===== src/design/wcpe_pkg.sv =====
`default_nettype none

package wcpe_pkg;

  // Queue between the front and the back part.
  localparam int unsigned QUEUE_AW    = 2;
  localparam int unsigned QUEUE_DEPTH = 1 << QUEUE_AW;

  // Iterations of the restoring divider (45-bit dividend).
  localparam logic [5:0] DIV_STEPS = 6'd45;

  // Display limits and per-sample closing limit.
  localparam logic [12:0] MAX_COLUMNS = 13'd4096;
  localparam logic [6:0]  STEP_LIMIT  = 7'd64;

  // ceil(2^22 / 25), exact for quotients of values below 2^17 by 25.
  localparam logic [17:0] HEIGHT_RECIP = 18'd167773;

  // Configuration register indexes.
  localparam logic [1:0] CFG_VISIBLE_FRAMES = 2'd0;
  localparam logic [1:0] CFG_COLUMN_COUNT   = 2'd1;
  localparam logic [1:0] CFG_CANVAS_HEIGHT  = 2'd2;

  // Register reset values.
  localparam logic [31:0] VISIBLE_FRAMES_RST = 32'd65536;
  localparam logic [12:0] COLUMN_COUNT_RST   = 13'd1024;
  localparam logic [12:0] CANVAS_HEIGHT_RST  = 13'd256;

  // Values of an empty column.
  localparam logic signed [15:0] EMPTY_MIN = 16'sh7FFF;
  localparam logic signed [15:0] EMPTY_MAX = -16'sh8000;

  typedef enum logic {
    KIND_START  = 1'b0,
    KIND_SAMPLE = 1'b1
  } item_kind_e;

  typedef struct packed {
    logic              cmd;
    logic signed [15:0] sample;
  } in_item_t;

  typedef struct packed {
    logic [11:0]        column;
    logic signed [15:0] column_min;
    logic signed [15:0] column_max;
    logic [11:0]        top_pixel;
    logic [11:0]        bottom_pixel;
    logic               last_of_item;
  } out_item_t;

  typedef struct packed {
    item_kind_e         kind;
    logic signed [15:0] sample;
  } queue_entry_t;

  // Register view handed to the back part; width is already clamped.
  typedef struct packed {
    logic [31:0] visible_frames;
    logic [12:0] width;
    logic [12:0] height;
    logic        geo_dirty;
  } cfg_t;

  typedef struct packed {
    logic        start;
    logic [44:0] dividend;
    logic [12:0] divisor;
  } div_req_t;

  typedef struct packed {
    logic        done;
    logic [44:0] quotient;
    logic [11:0] remainder;
  } div_rsp_t;

  // Sample times height times 11, the numerator of the pixel offset.
  function automatic logic signed [33:0] pix_scaled(logic signed [15:0] s,
                                                    logic [12:0] h);
    logic signed [29:0] sh;
    logic signed [33:0] e;
    sh = 30'(s) * 30'($signed({1'b0, h}));
    e  = 34'(sh);
    return (e <<< 3) + (e <<< 1) + e;
  endfunction

  // Magnitude of the offset: floor(|p| / 819200) = floor((|p| >> 15) / 25).
  function automatic logic [11:0] pix_offset(logic signed [33:0] p);
    logic [33:0] mag;
    logic [16:0] a;
    logic [34:0] prod;
    mag  = p[33] ? 34'(-p) : 34'(p);
    a    = mag[31:15];
    prod = 35'(a) * 35'(HEIGHT_RECIP);
    return prod[33:22];
  endfunction

  // Pixel row: centre minus signed offset, saturated to 0..4095.
  function automatic logic [11:0] pix_row(logic [12:0] h, logic [11:0] q, logic neg);
    logic signed [14:0] c;
    logic signed [14:0] row;
    c   = $signed({3'b000, h[12:1]});
    row = neg ? (c + $signed({3'b000, q})) : (c - $signed({3'b000, q}));
    if (row < 15'sd0) begin
      return 12'd0;
    end else if (row > 15'sd4095) begin
      return 12'd4095;
    end else begin
      return row[11:0];
    end
  endfunction

endpackage

`default_nettype wire


===== src/design/wcpe_front.sv =====
`default_nettype none

module wcpe_front (
  input  wire logic                    clk_i,
  input  wire logic                    rst_ni,
  input  wire logic                    in_valid_i,
  output logic                         in_stall_o,
  input  wire wcpe_pkg::in_item_t      in_data_i,
  input  wire logic                    cfg_valid_i,
  output logic                         cfg_ready_o,
  input  wire logic [1:0]              cfg_index_i,
  input  wire logic [31:0]             cfg_data_i,
  input  wire logic                    q_full_i,
  output logic                         q_push_o,
  output wcpe_pkg::queue_entry_t       q_entry_o,
  input  wire logic                    geo_clear_i,
  output wcpe_pkg::cfg_t               cfg_o
);
  import wcpe_pkg::*;

  logic [31:0] vf_q;
  logic [12:0] cc_q;
  logic [12:0] ch_q;
  logic        dirty_q;
  logic        cfg_wr;

  // Accept requests while the queue has room and tag each by its kind.
  assign in_stall_o       = q_full_i;
  assign q_push_o         = in_valid_i && !q_full_i;
  assign q_entry_o.kind   = in_data_i.cmd ? KIND_SAMPLE : KIND_START;
  assign q_entry_o.sample = in_data_i.sample;

  assign cfg_ready_o = 1'b1;
  assign cfg_wr      = cfg_valid_i && cfg_ready_o;

  // Register file. A change of frames or width marks the column geometry stale.
  always_ff @(posedge clk_i or negedge rst_ni) begin
    if (!rst_ni) begin
      vf_q    <= VISIBLE_FRAMES_RST;
      cc_q    <= COLUMN_COUNT_RST;
      ch_q    <= CANVAS_HEIGHT_RST;
      dirty_q <= 1'b1;
    end else begin
      if (geo_clear_i) begin
        dirty_q <= 1'b0;
      end
      if (cfg_wr) begin
        case (cfg_index_i)
          CFG_VISIBLE_FRAMES: begin
            vf_q    <= cfg_data_i;
            dirty_q <= 1'b1;
          end
          CFG_COLUMN_COUNT: begin
            cc_q    <= cfg_data_i[12:0];
            dirty_q <= 1'b1;
          end
          CFG_CANVAS_HEIGHT: begin
            ch_q <= cfg_data_i[12:0];
          end
          default: begin
          end
        endcase
      end
    end
  end

  assign cfg_o.visible_frames = vf_q;
  assign cfg_o.width          = (cc_q > MAX_COLUMNS) ? MAX_COLUMNS : cc_q;
  assign cfg_o.height         = ch_q;
  assign cfg_o.geo_dirty      = dirty_q;

endmodule

`default_nettype wire


===== src/design/wcpe_queue.sv =====
`default_nettype none

module wcpe_queue (
  input  wire logic                   clk_i,
  input  wire logic                   rst_ni,
  input  wire logic                   push_i,
  input  wire wcpe_pkg::queue_entry_t entry_i,
  output logic                        full_o,
  input  wire logic                   pop_i,
  output wcpe_pkg::queue_entry_t      head_o,
  output logic                        empty_o
);
  import wcpe_pkg::*;

  queue_entry_t            mem_q [QUEUE_DEPTH];
  logic [QUEUE_AW-1:0]     wr_ptr_q;
  logic [QUEUE_AW-1:0]     rd_ptr_q;
  logic [QUEUE_AW:0]       count_q;

  assign full_o  = (count_q == (QUEUE_AW + 1)'(QUEUE_DEPTH));
  assign empty_o = (count_q == '0);
  assign head_o  = mem_q[rd_ptr_q];

  // Storage for queued requests.
  always_ff @(posedge clk_i) begin
    if (push_i) begin
      mem_q[wr_ptr_q] <= entry_i;
    end
  end

  // Pointers and fill level.
  always_ff @(posedge clk_i or negedge rst_ni) begin
    if (!rst_ni) begin
      wr_ptr_q <= '0;
      rd_ptr_q <= '0;
      count_q  <= '0;
    end else begin
      if (push_i) begin
        wr_ptr_q <= wr_ptr_q + 1'b1;
      end
      if (pop_i) begin
        rd_ptr_q <= rd_ptr_q + 1'b1;
      end
      if (push_i && !pop_i) begin
        count_q <= count_q + 1'b1;
      end else if (pop_i && !push_i) begin
        count_q <= count_q - 1'b1;
      end
    end
  end

endmodule

`default_nettype wire


===== src/design/wcpe_div.sv =====
`default_nettype none

module wcpe_div (
  input  wire logic               clk_i,
  input  wire logic               rst_ni,
  input  wire wcpe_pkg::div_req_t req_i,
  output wcpe_pkg::div_rsp_t      rsp_o
);
  import wcpe_pkg::*;

  logic        busy_q;
  logic        done_q;
  logic [5:0]  cnt_q;
  logic [44:0] dvd_q;
  logic [11:0] rem_q;
  logic [12:0] divisor_q;
  logic [12:0] trial;
  logic        fits;
  logic [12:0] trial_sub;

  // One quotient bit per cycle, restoring form.
  assign trial     = {rem_q, dvd_q[44]};
  assign fits      = (trial >= divisor_q);
  assign trial_sub = trial - divisor_q;

  always_ff @(posedge clk_i or negedge rst_ni) begin
    if (!rst_ni) begin
      busy_q    <= 1'b0;
      done_q    <= 1'b0;
      cnt_q     <= '0;
      dvd_q     <= '0;
      rem_q     <= '0;
      divisor_q <= '0;
    end else begin
      done_q <= 1'b0;
      if (req_i.start) begin
        busy_q    <= 1'b1;
        cnt_q     <= DIV_STEPS;
        dvd_q     <= req_i.dividend;
        rem_q     <= '0;
        divisor_q <= req_i.divisor;
      end else if (busy_q) begin
        dvd_q <= {dvd_q[43:0], fits};
        rem_q <= fits ? trial_sub[11:0] : trial[11:0];
        cnt_q <= cnt_q - 1'b1;
        if (cnt_q == 6'd1) begin
          busy_q <= 1'b0;
          done_q <= 1'b1;
        end
      end
    end
  end

  assign rsp_o.done      = done_q;
  assign rsp_o.quotient  = dvd_q;
  assign rsp_o.remainder = rem_q;

endmodule

`default_nettype wire


===== src/design/wcpe_back.sv =====
`default_nettype none

module wcpe_back (
  input  wire logic                   clk_i,
  input  wire logic                   rst_ni,
  input  wire wcpe_pkg::cfg_t         cfg_i,
  output logic                        geo_clear_o,
  input  wire logic                   q_empty_i,
  input  wire wcpe_pkg::queue_entry_t q_head_i,
  output logic                        q_pop_o,
  output wcpe_pkg::div_req_t          div_req_o,
  input  wire wcpe_pkg::div_rsp_t     div_rsp_i,
  output logic                        out_valid_o,
  input  wire logic                   out_stall_i,
  output wcpe_pkg::out_item_t         out_data_o
);
  import wcpe_pkg::*;

  typedef enum logic [3:0] {
    B_IDLE,
    B_CHECK,
    B_DIVA,
    B_DIVB,
    B_SHIFT1,
    B_SHIFT2,
    B_TEST,
    B_PIX1,
    B_PIX2,
    B_PIX3
  } back_state_e;

  back_state_e        state_q;
  item_kind_e         kind_q;
  logic signed [15:0] s_q;
  logic [12:0]        x_q;
  logic [31:0]        f_q;
  logic [6:0]         n_q;
  logic signed [15:0] run_min_q;
  logic signed [15:0] run_max_q;
  // Column bounds: first(x), first(x+1), first(x+2) with the remainder of the last.
  logic [31:0]        p0q_q;
  logic [31:0]        p1q_q;
  logic [31:0]        p2q_q;
  logic [11:0]        p2r_q;
  // Per-column increment V / W.
  logic [31:0]        stepq_q;
  logic [11:0]        stepr_q;
  logic [44:0]        vx_q;
  // Column being reported.
  logic [11:0]        col_q;
  logic signed [15:0] cmin_q;
  logic signed [15:0] cmax_q;
  logic               last_q;
  logic signed [33:0] prod_min_q;
  logic signed [33:0] prod_max_q;
  logic [11:0]        off_min_q;
  logic [11:0]        off_max_q;
  logic               neg_min_q;
  logic               neg_max_q;
  logic               out_valid_q;
  out_item_t          out_q;
  div_req_t           div_req_q;
  logic               geo_clear_q;

  logic        w_nz;
  logic [32:0] f_inc;
  logic [32:0] last0;
  logic [32:0] last1;
  logic        close0;
  logic        close1;
  logic [12:0] x_inc;
  logic [6:0]  n_inc;
  logic        more;
  logic        shared;
  logic [12:0] r_sum;
  logic        r_wrap;
  logic [12:0] r_fix;
  logic [11:0] p2r_next;
  logic [31:0] p2q_next;
  logic [44:0] vx_prod;
  logic        out_free;

  assign w_nz   = (cfg_i.width != '0);
  assign f_inc  = {1'b0, f_q} + 33'd1;
  assign x_inc  = x_q + 13'd1;
  assign n_inc  = n_q + 7'd1;

  // Column end, at least one frame past its start, for this and the next column.
  assign last0  = ({1'b0, p1q_q} > ({1'b0, p0q_q} + 33'd1)) ? {1'b0, p1q_q}
                                                             : ({1'b0, p0q_q} + 33'd1);
  assign last1  = ({1'b0, p2q_q} > ({1'b0, p1q_q} + 33'd1)) ? {1'b0, p2q_q}
                                                             : ({1'b0, p1q_q} + 33'd1);
  assign close0 = (f_inc >= last0);
  assign close1 = (f_inc >= last1);
  assign more   = (n_inc < STEP_LIMIT) && (x_inc < cfg_i.width) && close1;
  // The next column already starts at this frame.
  assign shared = (x_inc < cfg_i.width) && (p1q_q <= f_q);

  // Advance the lookahead bound by V / W with remainder carry.
  assign r_sum    = {1'b0, p2r_q} + {1'b0, stepr_q};
  assign r_wrap   = (r_sum >= cfg_i.width);
  assign r_fix    = r_wrap ? (r_sum - cfg_i.width) : r_sum;
  assign p2r_next = r_fix[11:0];
  assign p2q_next = p2q_q + stepq_q + {31'd0, r_wrap};

  assign vx_prod  = 45'(cfg_i.visible_frames) * 45'(x_q);
  assign out_free = !out_valid_q || !out_stall_i;

  assign q_pop_o     = (state_q == B_IDLE) && !q_empty_i;
  assign geo_clear_o = geo_clear_q;
  assign div_req_o   = div_req_q;
  assign out_valid_o = out_valid_q;
  assign out_data_o  = out_q;

  // Column engine.
  always_ff @(posedge clk_i or negedge rst_ni) begin
    if (!rst_ni) begin
      state_q     <= B_IDLE;
      kind_q      <= KIND_START;
      s_q         <= '0;
      x_q         <= '0;
      f_q         <= '0;
      n_q         <= '0;
      run_min_q   <= EMPTY_MIN;
      run_max_q   <= EMPTY_MAX;
      p0q_q       <= '0;
      p1q_q       <= '0;
      p2q_q       <= '0;
      p2r_q       <= '0;
      stepq_q     <= '0;
      stepr_q     <= '0;
      vx_q        <= '0;
      col_q       <= '0;
      cmin_q      <= '0;
      cmax_q      <= '0;
      last_q      <= 1'b0;
      prod_min_q  <= '0;
      prod_max_q  <= '0;
      off_min_q   <= '0;
      off_max_q   <= '0;
      neg_min_q   <= 1'b0;
      neg_max_q   <= 1'b0;
      out_valid_q <= 1'b0;
      out_q       <= '0;
      div_req_q   <= '0;
      geo_clear_q <= 1'b0;
    end else begin
      div_req_q.start <= 1'b0;
      geo_clear_q     <= 1'b0;
      if (out_valid_q && !out_stall_i) begin
        out_valid_q <= 1'b0;
      end

      case (state_q)
        // Take the next request from the queue.
        B_IDLE: begin
          if (!q_empty_i) begin
            kind_q <= q_head_i.kind;
            s_q    <= q_head_i.sample;
            if (q_head_i.kind == KIND_START) begin
              x_q       <= '0;
              f_q       <= '0;
              run_min_q <= EMPTY_MIN;
              run_max_q <= EMPTY_MAX;
              p2q_q     <= '0;
              p2r_q     <= '0;
              if (cfg_i.geo_dirty && w_nz) begin
                vx_q      <= '0;
                div_req_q <= '{start: 1'b1,
                               dividend: 45'(cfg_i.visible_frames),
                               divisor: cfg_i.width};
                state_q   <= B_DIVA;
              end else begin
                state_q <= B_SHIFT1;
              end
            end else begin
              state_q <= B_CHECK;
            end
          end
        end

        // Skip finished sweeps, refresh stale bounds, fold the sample in.
        B_CHECK: begin
          if (!w_nz || (x_q >= cfg_i.width)) begin
            state_q <= B_IDLE;
          end else if (cfg_i.geo_dirty) begin
            vx_q      <= vx_prod;
            div_req_q <= '{start: 1'b1,
                           dividend: 45'(cfg_i.visible_frames),
                           divisor: cfg_i.width};
            state_q   <= B_DIVA;
          end else begin
            if (s_q < run_min_q) begin
              run_min_q <= s_q;
            end
            if (s_q > run_max_q) begin
              run_max_q <= s_q;
            end
            n_q     <= '0;
            state_q <= B_TEST;
          end
        end

        // V / W gives the per-column step.
        B_DIVA: begin
          if (div_rsp_i.done) begin
            stepq_q   <= div_rsp_i.quotient[31:0];
            stepr_q   <= div_rsp_i.remainder;
            div_req_q <= '{start: 1'b1, dividend: vx_q, divisor: cfg_i.width};
            state_q   <= B_DIVB;
          end
        end

        // V * x / W gives the start of the current column.
        B_DIVB: begin
          if (div_rsp_i.done) begin
            p2q_q       <= div_rsp_i.quotient[31:0];
            p2r_q       <= div_rsp_i.remainder;
            geo_clear_q <= 1'b1;
            state_q     <= B_SHIFT1;
          end
        end

        // Two advances fill the bound registers from the seed.
        B_SHIFT1: begin
          p0q_q   <= p1q_q;
          p1q_q   <= p2q_q;
          p2q_q   <= p2q_next;
          p2r_q   <= p2r_next;
          state_q <= B_SHIFT2;
        end

        B_SHIFT2: begin
          p0q_q   <= p1q_q;
          p1q_q   <= p2q_q;
          p2q_q   <= p2q_next;
          p2r_q   <= p2r_next;
          state_q <= (kind_q == KIND_SAMPLE) ? B_CHECK : B_IDLE;
        end

        // Close the current column if this frame ends it.
        B_TEST: begin
          if (!close0) begin
            f_q     <= f_inc[31:0];
            state_q <= B_IDLE;
          end else begin
            col_q   <= x_q[11:0];
            cmin_q  <= run_min_q;
            cmax_q  <= run_max_q;
            last_q  <= !more;
            x_q     <= x_inc;
            n_q     <= n_inc;
            p0q_q   <= p1q_q;
            p1q_q   <= p2q_q;
            p2q_q   <= p2q_next;
            p2r_q   <= p2r_next;
            if (shared) begin
              run_min_q <= s_q;
              run_max_q <= s_q;
            end else begin
              run_min_q <= EMPTY_MIN;
              run_max_q <= EMPTY_MAX;
            end
            state_q <= B_PIX1;
          end
        end

        // Pixel rows in three steps: scale, divide by constant, centre and clamp.
        B_PIX1: begin
          prod_min_q <= pix_scaled(cmin_q, cfg_i.height);
          prod_max_q <= pix_scaled(cmax_q, cfg_i.height);
          state_q    <= B_PIX2;
        end

        B_PIX2: begin
          off_min_q <= pix_offset(prod_min_q);
          off_max_q <= pix_offset(prod_max_q);
          neg_min_q <= prod_min_q[33];
          neg_max_q <= prod_max_q[33];
          state_q   <= B_PIX3;
        end

        B_PIX3: begin
          if (out_free) begin
            out_valid_q        <= 1'b1;
            out_q.column       <= col_q;
            out_q.column_min   <= cmin_q;
            out_q.column_max   <= cmax_q;
            out_q.top_pixel    <= pix_row(cfg_i.height, off_max_q, neg_max_q);
            out_q.bottom_pixel <= pix_row(cfg_i.height, off_min_q, neg_min_q);
            out_q.last_of_item <= last_q;
            if (last_q) begin
              f_q     <= f_inc[31:0];
              state_q <= B_IDLE;
            end else begin
              state_q <= B_TEST;
            end
          end
        end

        default: begin
          state_q <= B_IDLE;
        end
      endcase
    end
  end

endmodule

`default_nettype wire


===== src/design/waveform_column_peak_envelope.sv =====
// Column peak envelope for a waveform display.
// Input channel (in_valid_i / in_stall_o / in_data_i): a request with cmd 0
// starts a sweep and clears the column state; cmd 1 carries one Q15 sample in
// frame order. Requests go into a four-entry queue, so the sender is stalled
// only while that queue is full.
// Output channel (out_valid_o / out_stall_i / out_data_o): one item per closed
// column with its min, max, pixel rows and a flag on the last column that a
// sample closes. A sample closes at most 64 columns.
// Config channel (cfg_valid_i / cfg_ready_o): always ready; write only while idle.
// In the back end a sample that closes no column is taken, folded in and
// bound-checked; each column that it closes adds a bound check and the
// three-step pixel unit. A start request is taken and then refills the bounds.
// After reset, or after a write of the frame count or the column count, the
// next start request with a nonzero column count, or sample inside an
// unfinished sweep, first reruns two serial divisions for the column bounds.
// While the receiver stalls, the result holds in the output register; the column
// engine waits before it delivers the next column; queued requests stay in order.
// Reset clears all column state and loads the register defaults.
`default_nettype none

module waveform_column_peak_envelope (
  input  wire logic                clk_i,
  input  wire logic                rst_ni,
  input  wire logic                in_valid_i,
  output logic                     in_stall_o,
  input  wire wcpe_pkg::in_item_t  in_data_i,
  output logic                     out_valid_o,
  input  wire logic                out_stall_i,
  output wcpe_pkg::out_item_t      out_data_o,
  input  wire logic                cfg_valid_i,
  output logic                     cfg_ready_o,
  input  wire logic [1:0]          cfg_index_i,
  input  wire logic [31:0]         cfg_data_i
);
  import wcpe_pkg::*;

  logic         q_full;
  logic         q_push;
  logic         q_pop;
  logic         q_empty;
  queue_entry_t q_entry;
  queue_entry_t q_head;
  logic         geo_clear;
  cfg_t         cfg;
  div_req_t     div_req;
  div_rsp_t     div_rsp;

  // Front: request intake and configuration registers.
  wcpe_front u_front (
    .clk_i       (clk_i),
    .rst_ni      (rst_ni),
    .in_valid_i  (in_valid_i),
    .in_stall_o  (in_stall_o),
    .in_data_i   (in_data_i),
    .cfg_valid_i (cfg_valid_i),
    .cfg_ready_o (cfg_ready_o),
    .cfg_index_i (cfg_index_i),
    .cfg_data_i  (cfg_data_i),
    .q_full_i    (q_full),
    .q_push_o    (q_push),
    .q_entry_o   (q_entry),
    .geo_clear_i (geo_clear),
    .cfg_o       (cfg)
  );

  // Decoupling queue.
  wcpe_queue u_queue (
    .clk_i   (clk_i),
    .rst_ni  (rst_ni),
    .push_i  (q_push),
    .entry_i (q_entry),
    .full_o  (q_full),
    .pop_i   (q_pop),
    .head_o  (q_head),
    .empty_o (q_empty)
  );

  // Serial divider for the column bounds.
  wcpe_div u_div (
    .clk_i  (clk_i),
    .rst_ni (rst_ni),
    .req_i  (div_req),
    .rsp_o  (div_rsp)
  );

  // Back: column engine and output register.
  wcpe_back u_back (
    .clk_i       (clk_i),
    .rst_ni      (rst_ni),
    .cfg_i       (cfg),
    .geo_clear_o (geo_clear),
    .q_empty_i   (q_empty),
    .q_head_i    (q_head),
    .q_pop_o     (q_pop),
    .div_req_o   (div_req),
    .div_rsp_i   (div_rsp),
    .out_valid_o (out_valid_o),
    .out_stall_i (out_stall_i),
    .out_data_o  (out_data_o)
  );

endmodule

`default_nettype wire


===== config.mk =====
export PLATFORM = sky130hd
export DESIGN_NAME = waveform_column_peak_envelope
export DESIGN_NICKNAME = d
export VERILOG_FILES = /design/src/design/wcpe_pkg.sv /design/src/design/wcpe_front.sv /design/src/design/wcpe_queue.sv /design/src/design/wcpe_div.sv /design/src/design/wcpe_back.sv /design/src/design/waveform_column_peak_envelope.sv
export SDC_FILE = /design/constraint.sdc
export NUM_CORES = 2
export LEC_CHECK = 0
export ABC_AREA = 1
export BUFFER_PORTS_ARGS = -buffer_cell sky130_fd_sc_hd__buf_4
export CAP_MARGIN = 20
export CORE_ASPECT_RATIO = 1.1
export CORE_MARGIN = 2
export CORE_UTILIZATION = 66
export CTS_CLUSTER_SIZE = 10
export DETAILED_ROUTE_END_ITERATION = 8
export PLACE_DENSITY = 0.83
export SYNTH_ARGS = -nofsm -noshare
export SYNTH_HDL_FRONTEND = slang
export SYNTH_HIERARCHICAL = 1
export SYNTH_SLANG_ARGS = --single-unit

===== constraint.sdc =====
create_clock -name clk_i -period 10.2 [get_ports clk_i]
set_clock_uncertainty 0.15 [all_clocks]
set_input_delay 2.04 -clock clk_i [delete_from_list [all_inputs] [get_ports clk_i]]
set_output_delay 2.04 -clock clk_i [all_outputs]
set_load 0.02 [all_outputs]

==> impl_metrics.yaml <==
run_status:
  status: "completed"
grt:
  grt_max_degree: 163
  grt_pass1_wl_um: 415300
  grt_pass1_vias: 80180
  antenna_found_initial: 9
  grt-ovfl-total: 0
  grt.total_usage_pct: 36.26
floorplanning:
  die_area_mm2: 0.1436
  core_mm2: 0.1398
  row_count: 144
  die_h_um: 397.2
  die_w_um: 361.5
  initial_core_util_pct: 66.35
  ios: 128
cts:
  cts.htree.levels: 3
  path_clk_slew_ns: 0.07
  cts_tree: "yes"
  holdBufCountCts: 0
  postCtsSetupBuffers: 0
  clock_path_buffers: 3
  numCtsBuffers: 94
  cts.sinks: 781
  cts-resized-gates: 0
  clock_latency_ns: 0.76
  cts_root_buffer: "clkbuf_16"
drt:
  drt-initial-drc-count: 6993
  vias: 78270
  postRouteWirelength_um: 257700
  via_per_inst: 5.804
  wire_per_inst_um: 19.11
  drc: 0
  ant_nets: 0
  drt_pass1_iterations: 6
place:
  hpwl_um: 200700
  port_buffers: 126
  finalWeightedCongestion: 1.001
  dp.cells: 13310
setup_path:
  max_stage_delay_ns: 0.86
  path_common_cell: "fa_1"
  cp-end-kind: "flip-flop"
  cp_num_buf_inv: 6
  cp_slowest_cell: "dfrtp_1"
  path_max_fanout: 20
  critPathKind: "flip-flop to flip-flop"
  worstPathRequired_ns: 10.62
  cp_top_family: "adder cells"
  crit_path_start_kind: "flip-flop"
  arrival_ns: 9.43
logic_synthesis:
  ys.flop_type: "dfrtp_1"
  synth_enable_flop_cells: 68
  yosysWarnings: 6
  synth_commonest_cells: "2928 x nand2_1, 2420 x inv_1, 1007 x fa_1"
  syn_area_mm2: 0.09277
  synth_seq_cells: 781
  synth_area_per_cell_um2: 7.944
  synth_area_leaders: "fa_1 22%, dfrtp_1 19%, ha_1 13%"
  ys_types: 80
  yosys.area.top_type: "fa_1"
  yosysMostFrequentCell: "nand2_1"
  yosysSeqAreaShare_pct: 21.46
  synthCells: 11680
  synthArstFlopShare_pct: 91.29
  yosysTopAreaCellShare_pct: 21.73
  syn_nets: 13680
power_and_ir_drop:
  seqPwrFrac_pct: 20.3
  pwr-share-clk_pct: 13.5
  p_sw_mw: 12.86
  pwr-share-comb_pct: 66.2
  power.leakage_nw: 54.21
  ir_drop_mv: 0.4114
  internal-power_mw: 11.40
  p_sw_share_pct: 53.02
  power_density_mw_per_mm2: 248.1
sta:
  fin_tns_setup_ns: 0
  slew_violations: 0
  tightest_slew_ns: 1.148
  fin_crit_ns: 9.015
  hold_viol_final: 0
  min_period_over_period_pct: 88.39
  fmax_ghz: 0.1109
  rsz0062_at_grt: "no"
  setup_viol: 0
  relSlewSlack_pct: 23.39
worst_hold_path:
  hold_path_class: "flip-flop to flip-flop"
cells_and_area:
  layout-drive-gt1-share_pct: 5.201
  syn2layout_area_growth_pct: 5.372
  instances_no_fill: 13490
  final_nets: 13590
run:
  maxCapViolCount: 0
-- worst reg2reg max path, delay by kind of cell, from the launching register on --
kind,cells,cell delay (ns)
fa+ha+maj,9,4.20
simple gates,12,1.82
compound gates,6,1.05
flops,1,0.86
buf+inv,6,0.77
-- power by group through the flow --
stage / clock (mW) / combinational (mW) / sequential (mW)
after global placement: 0 / 15.2 / 4.88
final: 3.28 / 16.0 / 4.93
after global routing: 3.44 / 18.0 / 5.00
after detailed placement: 0 / 15.7 / 4.92
after CTS: 3.32 / 15.9 / 4.88
after floorplan: 0 / 11.8 / 4.52
-- through the flow --
step	power [mW]	hold slack, ns	setup WS (ns)	utilization (%)	cell area (µm²)
4_1_cts	24.06	0.2412	1.283	69.86	97670
6_report	24.25	0.2459	1.185	69.92	97760
3_5_place_dp	20.64	0.2404	1.294	67.78	94770
5_1_grt	26.44	0.2678	0.7006	69.90	97740
2_1_floorplan	16.36	0.2271	2.026	-	92770
3_3_place_gp	20.04	0.2397	1.562	67.77	94750
-- cells by family (layout without fill, tap and decap cells) --
group	Yosys count	in the layout	share of synthesized area, %
AO/OA/AOI/OAI	1591	1591	9.876
XOR/XNOR	321	321	3.062
adder cells (fa/ha/maj)	1947	1947	34.41
buffers and inverters	2835	2809	11.94
flip-flops	781	781	21.46
multiplexers	42	42	0.5098
other	1	9	0.004042
AND/OR/NAND/NOR	4160	4160	18.74
-- cells in the final DEF, fill, tap and decap left out, drive strengths merged, types with 12 or more instances in the layout --
master	synthesis	routed
nand4	125	125
nor4	51	51
or2	43	43
nand3	349	349
a211oi	12	12
a21boi	16	16
o221ai	47	47
o21ai	715	715
dfrtp	693	693
edfxtp	68	68
inv	2437	2440
nor3	111	111
o21a	28	28
ha	940	940
o22ai	12	12
o211ai	55	55
xnor2	89	89
a21oi	507	507
a31oi	50	50
a21o	38	38
a221oi	13	13
fa	1007	1007
nand2	2947	2947
nor2	477	477
nand3b	47	47
o21bai	36	36
a22oi	25	25
buf	121	209
dfstp	20	20
xor2	231	231
clkbuf	276	145
mux2	42	42
-- state kept, by name, indices dropped and copies added, names as in the netlist, 33 cells and up --
signal / flops
u_back/vx_q: 45
u_div/dvd_q: 45
u_back/prod_min_q: 33
u_queue/mem_q: 68
u_back/div_req_o: 59
u_back/out_data_o: 69
u_back/prod_max_q: 33
-- final timing paths --
path / start / end / slack, ns / cells after the start
worst max-delay path: u_front/ch_q[6]$_DFFE_PN0P_ / u_back/prod_max_q[27]$_DFFE_PN0P_ / 1.18 / 33
min in group asynchronous: rst_ni / u_back/f_q[11]$_DFFE_PN0P_ / 1.04 / 1
worst max register to register: u_front/ch_q[6]$_DFFE_PN0P_ / u_back/prod_max_q[27]$_DFFE_PN0P_ / 1.18 / 33
worst min-delay path: u_back/geo_clear_o$_DFF_PN0_ / u_front/dirty_q$_DFF_PN1_ / 0.25 / 1
worst min register to register: u_back/geo_clear_o$_DFF_PN0_ / u_front/dirty_q$_DFF_PN1_ / 0.25 / 1
max in group asynchronous: rst_ni / u_front/ch_q[2]$_DFFE_PN0P_ / 6.82 / 3
-- final cells by class --
cell class / instances / area [µm²]
antenna: 8 / 20.02
clock buffer: 145 / 2604
clock inverter: 17 / 301.5
fill: 11220 / 42060
inverter: 2438 / 9156
multi-input combinational: 8062 / 61820
sequential: 781 / 19920
tap: 1825 / 2283
timing repair buffer: 209 / 1655
-- per-layer routing --
metal | track usage [%] | vias up | wire length [µm] | part of all wire (%)
li1 | - | 36190 | - | -
met1 | 48.99 | 38160 | 106100 | 41
met2 | 58.79 | 3328 | 119400 | 46
met3 | 6.905 | 583 | 23680 | 9.2
met4 | 12.75 | 6 | 8422 | 3.3
met5 | 0 | - | 35 | 0.014
No activity file was read; power rests on OpenSTA's default activity.
